`config.mk`:
```
export PLATFORM = sky130hd
export DESIGN_NAME = spq_cell
export DESIGN_NICKNAME = d
export VERILOG_FILES = /design/src/sv/spq_pkg.sv /design/src/sv/spq_cell.sv
export SDC_FILE = /design/constraint.sdc
export NUM_CORES = 1
export LEC_CHECK = 0
export BUFFER_PORTS_ARGS = -buffer_cell sky130_fd_sc_hd__clkbuf_2
export CAP_MARGIN = 0
export CELL_PAD_IN_SITES_DETAIL_PLACEMENT = 1
export CELL_PAD_IN_SITES_GLOBAL_PLACEMENT = 1
export CORE_UTILIZATION = 30
export CTS_BUF_LIST = sky130_fd_sc_hd__clkbuf_4
export DETAILED_ROUTE_END_ITERATION = 7
export PLACE_DENSITY_LB_ADDON = 0.1
export REMOVE_ABC_BUFFERS = 1
export SYNTH_ARGS = -nofsm -noshare
export SYNTH_HDL_FRONTEND = slang
export SYNTH_SLANG_ARGS = --single-unit
```
`constraint.sdc`:
```
create_clock -name clk -period 4.4 [get_ports clk]
set_input_delay 0.44 -clock clk [delete_from_list [all_inputs] [get_ports clk]]
set_output_delay 0.44 -clock clk [all_outputs]
set_load 0.02 [all_outputs]
```
`src/sv/spq_pkg.sv`:
```
// shared types and constants for the sorted priority queue
package spq_pkg;

    localparam int ItemWidth     = 32;
    localparam int PrioWidth     = 8;
    localparam int OccWidth      = 7;
    localparam int SizeWidth     = 7;

    localparam logic [SizeWidth-1:0] QUEUE_SIZE_RESET = 7'd64;

    localparam logic OP_ENQUEUE = 1'b0;
    localparam logic OP_DEQUEUE = 1'b1;

    typedef enum logic [1:0] {
        STATUS_OK    = 2'd0,
        STATUS_FULL  = 2'd1,
        STATUS_EMPTY = 2'd2
    } status_t;

    // one stored entry as handed between neighboring cells
    typedef struct packed {
        logic                 occ;
        logic [ItemWidth-1:0] item;
        logic [PrioWidth-1:0] prio;
    } entry_t;

    // command broadcast to every cell
    typedef struct packed {
        logic                 enq;
        logic                 deq;
        logic [ItemWidth-1:0] item;
        logic [PrioWidth-1:0] prio;
    } cmd_t;

endpackage

```
`src/sv/spq_cell.sv`:
```
// one slot of the sorted chain: keeps, takes the new entry, or shifts
module spq_cell (
    input  logic           clk,
    input  logic           rst_n,
    input  spq_pkg::cmd_t   cmd,
    input  spq_pkg::entry_t prev_entry,
    input  logic           prev_less,
    input  spq_pkg::entry_t next_entry,
    output spq_pkg::entry_t entry,
    output logic           less
);

    logic                          occ_reg;
    logic                          occ_next;
    logic [spq_pkg::ItemWidth-1:0] item_reg;
    logic [spq_pkg::ItemWidth-1:0] item_next;
    logic [spq_pkg::PrioWidth-1:0] prio_reg;
    logic [spq_pkg::PrioWidth-1:0] prio_next;

    assign entry = '{occ: occ_reg, item: item_reg, prio: prio_reg};

    // entry stays ahead of a new one with larger priority; a new one with equal priority goes ahead
    assign less = occ_reg && (prio_reg < cmd.prio);

    always_comb
    begin
        occ_next  = occ_reg;
        item_next = item_reg;
        prio_next = prio_reg;
        if (cmd.enq)
        begin
            if (less)
            begin
                occ_next = occ_reg;
            end
            else if (prev_less)
            begin
                occ_next  = 1'b1;
                item_next = cmd.item;
                prio_next = cmd.prio;
            end
            else
            begin
                occ_next  = prev_entry.occ;
                item_next = prev_entry.item;
                prio_next = prev_entry.prio;
            end
        end
        else if (cmd.deq)
        begin
            occ_next  = next_entry.occ;
            item_next = next_entry.item;
            prio_next = next_entry.prio;
        end
    end

    always_ff @(posedge clk or negedge rst_n)
    begin
        if (!rst_n)
        begin
            occ_reg <= 1'b0;
        end
        else
        begin
            occ_reg <= occ_next;
        end
    end

    always_ff @(posedge clk)
    begin
        item_reg <= item_next;
        prio_reg <= prio_next;
    end

endmodule

```
-- Yosys cells after proc, flatten, opt, wreduce, memory -nomap -nowiden
Cells that the tools add are included.
- bits in registers: 41
- input bits: 127
- output and inout bits: 42
- order comparisons: 1
- equal/unequal tests: 1
- multiplexer cells: 12
- reduce and logical (&&, ||, !) cells: 3
- operator list (operator ; count):
    2-to-1 mux 32 bit ; 4
    2-to-1 mux 8 bit ; 4
    less-than comparator 8 bit ; 1
    2-to-1 mux 1 bit ; 4
    inequality test 2 bit, second input constant ; 1
    AND reduction 2 bit ; 1
    nonzero test 2 bit ; 1
    logical AND 1 bit ; 1

-- Longest topological paths before layout
Gate-level depths: netlist of the first run.
- word-level depth: 4
- depth in mapped cells: 6

-- Worst setup path before layout of the first run
No wires, ideal clock.
- path kind: reg-to-reg
- start point: register prio_reg[3] (netlist name)
- end point: register item_reg[0] (netlist name) (enable)
- library setup time: 451 ps
- arrival: 3216 ps
- data required time: 3949 ps
- path slack: 733 ps
- stages on the path, launching flop included: 6
- buffers on the path: 0
- period minus slack after synthesis: 3667 ps
- cells stage by stage: edfxtp_1 -> ha_1 -> o211ai_1 -> o21ai_1 -> a21oi_2 -> a21oi_1
- word-level cells in the longest chain between the ends: 4
- ends and longest elaborated chain (what ; RTL line ; source):
    start, declared ; spq_cell.sv:17 ; logic [spq_pkg::PrioWidth-1:0] prio_reg;
    start signal, assigned ; spq_cell.sv:72 ; prio_reg <= prio_next;
    less-than comparator 8 bit ; spq_cell.sv:23 ; assign less = occ_reg && (prio_reg < cmd.prio);
    logical AND 1 bit ; spq_cell.sv:23 ;
    net less ; spq_cell.sv:10 ; output logic less
    inequality test 2 bit (no line) ; -- ;
    AND reduction 2 bit (no line) ; -- ;
    end signal, assigned ; spq_cell.sv:71 ; item_reg <= item_next;
    end, declared ; spq_cell.sv:15 ; logic [spq_pkg::ItemWidth-1:0] item_reg;
The timed path passes the listed nets, and every way through them passes these cells.
A chain may end at the register's enable or synchronous reset.

-- Worst setup path after layout of the first run
- start point: register prio_reg[3] (netlist name)
- end point: register prio_reg[3] (netlist name) (enable)
- word-level cells in the longest chain between the ends: 4
- ends and longest elaborated chain (what ; RTL line):
    less-than comparator 8 bit ; spq_cell.sv:23
    logical AND 1 bit ; spq_cell.sv:23
    inequality test 2 bit (no line) ; --
    AND reduction 2 bit (no line) ; --
No other way between the ends.

==> metrics, run 1 <==
DRC 0; number of detailed-route iterations in the first pass 4; Yosys reg bits 41; CP Class flop to flop; DR vias 2131; clock root buffer clkbuf_4; drt via density around 4.6; post-route ant nets 0; Clock Path Buffers 2; HPWL Detailed between 5 and 6 mm; Worst Setup End Kind flop; Yosys cell types 22; Max H-tree Level 2; ANT cells 0; R2R depth 6; post-synthesis adder-cell area fraction 0.03806; vias in the first global route approximately 2100; Synth Warn # 0; top cell type by total area after synthesis edfxtp_1; register area share after synthesis 0.5329; worst path required time between 4 and 5 ns; Worst Max-Slew Pin Slew 0.7806 ns; die height between 80 and 90 um; Iteration-0 DRC Markers 57; Clock Skew 0.01438 ns; final setup fails 0; status finished, final reports clean; gr ovfl total 0; Starting Density 0.3139; Peak VDD IR 0.0001019 V; RSZ-0062 raised after global routing no; nature of the critical path startpoint flop; layout overhead on the synthesized area 41.49%; Tcrit/Tclk final 0.5508; fraction of the mapped netlist area in simple logic gates 0.08102; FMAX 0.4126 GHz; Post-Route WL around 6.5 mm; final net count 503; Largest register FFs 32; full die area 8024 um^2; Slew headroom 0.4796; crit path launch prio_reg[3]$_DFFE_PP_; layout cell share with drive strength beyond 1 0.4932; Worst-Skew Late Latency about 0.34 ns; mux share of post-synthesis cell area 0.1789; Post-Syn Area 2301 um^2; DP Worst Slack roughly 1.8 ns; row cnt 31; Hold/Removal Path Class primary input to async pin; top cells by area, synth edfxtp_1 (52%), mux2i_1 (17%), a21oi_1 (8.9%); largest family of logic cells by synthesized area multiplexers; largest net degree at the start of global routing 83; max-cap viol count 0; initial antenna violation count 0; Crit path arrival time approximately 2.5 ns; syn avg cell area 11.22 um^2; post-CTS resize count 0; IO Count between 150 and 200; Setup crit end prio_reg[3]$_DFFE_PP_; CORE AREA between 7000 and 8000 um^2; R2R setup slack just under 2 ns; Final WS setup around 2 ns; final instance area ~3300 um^2; Hold-fix buffers, CTS 1; fin crit period 2.424 ns; Worst R2R End prio_reg[3]$_DFFE_PP_; Die W ~90 um; reg2reg start prio_reg[3]$_DFFE_PP_; clk sink count 41; DR WL/cell approximately 14 um; Synth Area in Compound Gates 0.1131; post-synthesis xor/xnor area fraction 0; Power Density 298.3 nW/um^2; total negative slack 0 ns; Pleak 1.631 nW; first-pass GRT wire length ~9.6 mm; GRT Total Usage 0.1594; final hold viol count 0; PortBufs around 170; Cells after Synth just over 200; CTS tree done; Clk pin slew, worst setup/hold paths 0.11 ns; RePlAce Congestion 0.7350; crit path max fanout 21; Num CTS Buffers 5; Layout Utilization 0.4441; Placed Area 3197 um^2; Power Total between 0.9 and 1 mW; setup bufs post-CTS 0; Slew Limit Fails 0; post-synth top area share 0.5220
## power by group
group          leakage, nW  internal, mW  switching (mW)  total, mW
Combinational         1.21         0.117           0.171      0.288
Sequential           0.400         0.489          0.0150      0.504
Clock               0.0247        0.0576           0.121      0.179
Total                 1.63         0.664           0.307      0.971
## Yosys cell counts (all sizes together)
cell / n
o21ai: 1
inv: 7
a211oi: 1
nor3b: 1
o22a: 1
o211ai: 1
o2111a: 1
clkbuf: 2
edfxtp: 40
nand3: 1
buf: 13
dfrtp: 1
nor2: 42
mux2: 1
mux2i: 40
ha: 7
a21oi: 42
nand4b: 1
nand2: 2
## area by class of cell
type,count,area (um^2)
fillers,890,4075
flip-flops and latches,41,1226
multi-input cells,142,957.2
repair buffers,172,873.3
well taps,99,123.9
clock buffers,5,37.54
inverters,7,26.28
clock inverters,2,11.26
## cells in the final DEF (no fill, tap or decap), drive strengths merged, types with 2 or more instances in the layout
cell / instances
mux2i: 40
buf: 3
clkbuf: 173
inv: 7
nor2: 42
ha: 7
nand2: 2
edfxtp: 40
a21oi: 42
## worst min-delay path by stage
stage	to	slack [ns]
after floorplan	occ_reg$_DFFE_PN0P_	0.14
after global placement	occ_reg$_DFFE_PN0P_	0.22
after detailed placement	occ_reg$_DFFE_PN0P_	0.22
after CTS	occ_reg$_DFFE_PN0P_	0.38
after global routing	occ_reg$_DFFE_PN0P_	0.41
final	occ_reg$_DFFE_PN0P_	0.40
## per-layer routing
metal,global-route usage,wire length [um],vias up
li1,-,-,1072
met4,0.03463,19,0
met2,0.3003,3323,94
met5,0,0,-
met3,0.05302,606,2
met1,0.1726,2534,963
## metrics by stage
stage	instances	hold slack [ns]
after global routing	468	0.4053
after global placement	460	0.2154
after detailed placement	460	0.2196
after floorplan	190	0.1444
after CTS	468	0.3803
final	468	0.3975
## critical path, cell delays in order (launching register included)
cell and delay [ns]:
edfxtp_1 0.43, ha_1 0.33, o211ai_1 0.09, o21ai_1 0.18, a21oi_2 0.12, a21oi_4 0.57, buf_4 0.39
## cell families after synthesis
logic type	after synthesis
simple gates	47
buf+inv	22
fa+ha+maj	7
mux	41
flops	41
compound gates	47
Power figures use the tool's default switching activity.
==> run 2, diff against run 1 <==
==> constraint.sdc (replaced) <==
create_clock -name clk -period 2.4 [get_ports clk]
set_input_delay 0.24 -clock clk [delete_from_list [all_inputs] [get_ports clk]]
set_output_delay 0.24 -clock clk [all_outputs]
set_load 0.02 [all_outputs]
==> metrics, run 2 (synthesized netlist as in run 1, its figures left out) <==
Die W 89.58 um (unchanged); clk sink count 41 (unchanged); final std cells w/o fill 472 (+0.85%); worst path required time 2.16 ns (-2.27 ns); Worst-Skew Late Latency 0.34 ns (about the same); max-cap viol count 0 (unchanged); initial antenna violation count 0 (unchanged); Worst R2R End item_reg[9]$_DFFE_PP_; Peak VDD IR 0.0001736 V (+70%); IO Count 169 (unchanged); Hold/Removal Path Class primary input to async pin; Power Total 1.782 mW (+84%); routed wl met2 3.334 mm (+0.33%); gr ovfl total 0 (unchanged); Multi-input gate area 957.2 um^2 (unchanged); setup bufs post-CTS 0 (unchanged); Layout Utilization 0.4473 (+0.003243); CORE AREA 7331 um^2 (unchanged); FMAX about 0.47 GHz; Seq pwr share 0.518 (about the same); WL met3 610 um (+0.66%); wl on met1 2.486 mm (-1.9%); Crit path arrival time 1.89 ns (-0.56 ns); CTS tree done; Pleak 1.650 nW (+1.2%); Clock Skew 0.01126 ns (-0.003121 ns); CP Class flop to output port; RePlAce Congestion 0.7495 (+2.0%); final net count 506 (+0.60%); vias in the first global route 2082 (-1.5%); Num CTS Buffers 5 (unchanged); DP Worst Slack 0.4657 ns (-1.317 ns); power share of the combinational group 0.300 (+0.003); total negative slack 0 ns (unchanged); Placed Area 3219 um^2 (+0.70%); placed cells 463 (+0.65%); Layout fillers 894 (+0.45%); Switching Fraction 0.3150 (-0.001624); nature of the critical path startpoint flop; DR WL/cell 13.65 um (-1.4%); Iteration-0 DRC Markers 26 (-54%); drt via density 4.525 (-0.61%); HPWL Detailed 5.328 mm (+2.3%); GRT Total Usage 0.1590 (-0.0004041); Largest register FFs 32 (unchanged); Max H-tree Level 2 (unchanged); layout cell share with drive strength beyond 1 0.4960 (+0.002754); top routing layer in use met4; Worst Setup End Kind output port; reg2reg start prio_reg[3]$_DFFE_PP_; layout overhead on the synthesized area 42.52%; row cnt 31 (unchanged); Worst Max-Slew Pin Slew 0.4687 ns (-0.3119 ns); final instance area 3279 um^2 (+0.73%); number of detailed-route iterations in the first pass 3 (-1); commonest non-fill, non-tap cells in the layout clkbuf_2 (168), nor2_1 (42), mux2i_1 (40), a21oi_1 (40), edfxtp_1 (40); most common cell after layout, fill and taps aside clkbuf_2; Power Density 543.4 nW/um^2 (+82%); R2R setup slack 0.47 ns (-1.51 ns); clock root buffer clkbuf_4; Fin Hold WS 0.1888 ns (-0.2087 ns); Final WS setup 0.2718 ns (-1.705 ns); DR vias 2136 (+0.23%); status finished, final reports clean; largest net degree at the start of global routing 51 (-39%); fin crit period 2.128 ns; post-route ant nets 0 (unchanged); first-pass GRT wire length 9.453 mm (-1.7%); Clk pin slew, worst setup/hold paths 0.12 ns (about the same); full die area 8024 um^2 (unchanged); clock share of power 0.182 (-0.002); DRC 0 (unchanged); Starting Density 0.3139 (unchanged); Post-Route WL 6.445 mm (-0.59%); Cell Int Power 1.221 mW (+84%); crit path max fanout 3 (-86%); Clock Path Buffers 2 (unchanged); Slew Limit Fails 0 (unchanged); PortBufs 168 (unchanged); final setup fails 0 (unchanged); Seq. cell area 1226 um^2 (unchanged); final hold viol count 0 (unchanged); Net Sw Power 0.5613 mW (+83%); die height 89.58 um (unchanged); R2R depth 6 (unchanged); ANT cells 0 (unchanged); Slew headroom 0.6875 (+0.2079); Tcrit/Tclk final 0.8868; RSZ-0062 raised after global routing no
[run 2: cell types whose count changed in the layout (fill, tap and decap cells not counted), sizes merged]
cell,previous run,this run
buf,3,6
clkinvlp,1,0
clkinv,1,3
[run 2: area by class of cell]
class / count / area share
Sequential cell: 41 / 0.3739
Multi-Input combinational cell: 142 / 0.2919
Timing Repair Buffer: 175 / 0.2732
Tap cell: 99 / 0.03777
Clock buffer: 5 / 0.01145
Inverter: 7 / 0.008012
Clock inverter: 3 / 0.003815
[run 2: worst max-delay path by stage]
stage | start | endpoint | slack, ns | cells past startpoint
5_1_grt | prio_reg[3]$_DFFE_PP_ | less | 0.09 | 5
6_report | prio_reg[3]$_DFFE_PP_ | less | 0.27 | 5
3_5_place_dp | prio_reg[3]$_DFFE_PP_ | item_reg[0]$_DFFE_PP_ | 0.47 | 6
3_3_place_gp | prio_reg[3]$_DFFE_PP_ | item_reg[2]$_DFFE_PP_ | 0.55 | 6
4_1_cts | prio_reg[3]$_DFFE_PP_ | less | 0.23 | 5
2_1_floorplan | prio_reg[3]$_DFFE_PP_ | item_reg[0]$_DFFE_PP_ | -1.27 | 5
[run 2: worst max-delay path, cell delays in order, from the launching register on]
cell	delay [ns]
edfxtp_1	0.41
ha_1	0.31
a211oi_2	0.21
o21ai_1	0.11
a21oi_2	0.27
clkbuf_2	0.23
[run 2: power by group through the flow]
| stage | clock (mW) | combinational (mW) | sequential (mW) |
|---|---|---|---|
| finish | 0.325 | 0.534 | 0.923 |
| global route | 0.377 | 0.588 | 0.932 |
| CTS | 0.351 | 0.546 | 0.924 |
| detailed placement | 0 | 0.544 | 0.940 |
| global placement | 0 | 0.536 | 0.935 |
| floorplan | 0 | 0.155 | 1.05 |
[run 2: routing by layer]
metal | track usage | vias to the layer above
met3 | 0.05759 | 3
met5 | 0 | -
li1 | - | 1079
met1 | 0.1696 | 955
met4 | 0.03896 | 0
met2 | 0.2968 | 99
[run 2: repair_timing]
item	CTS	global route
hold buffers	1	0
endpoints found under the hold margin	1	0
resized for setup	0	0
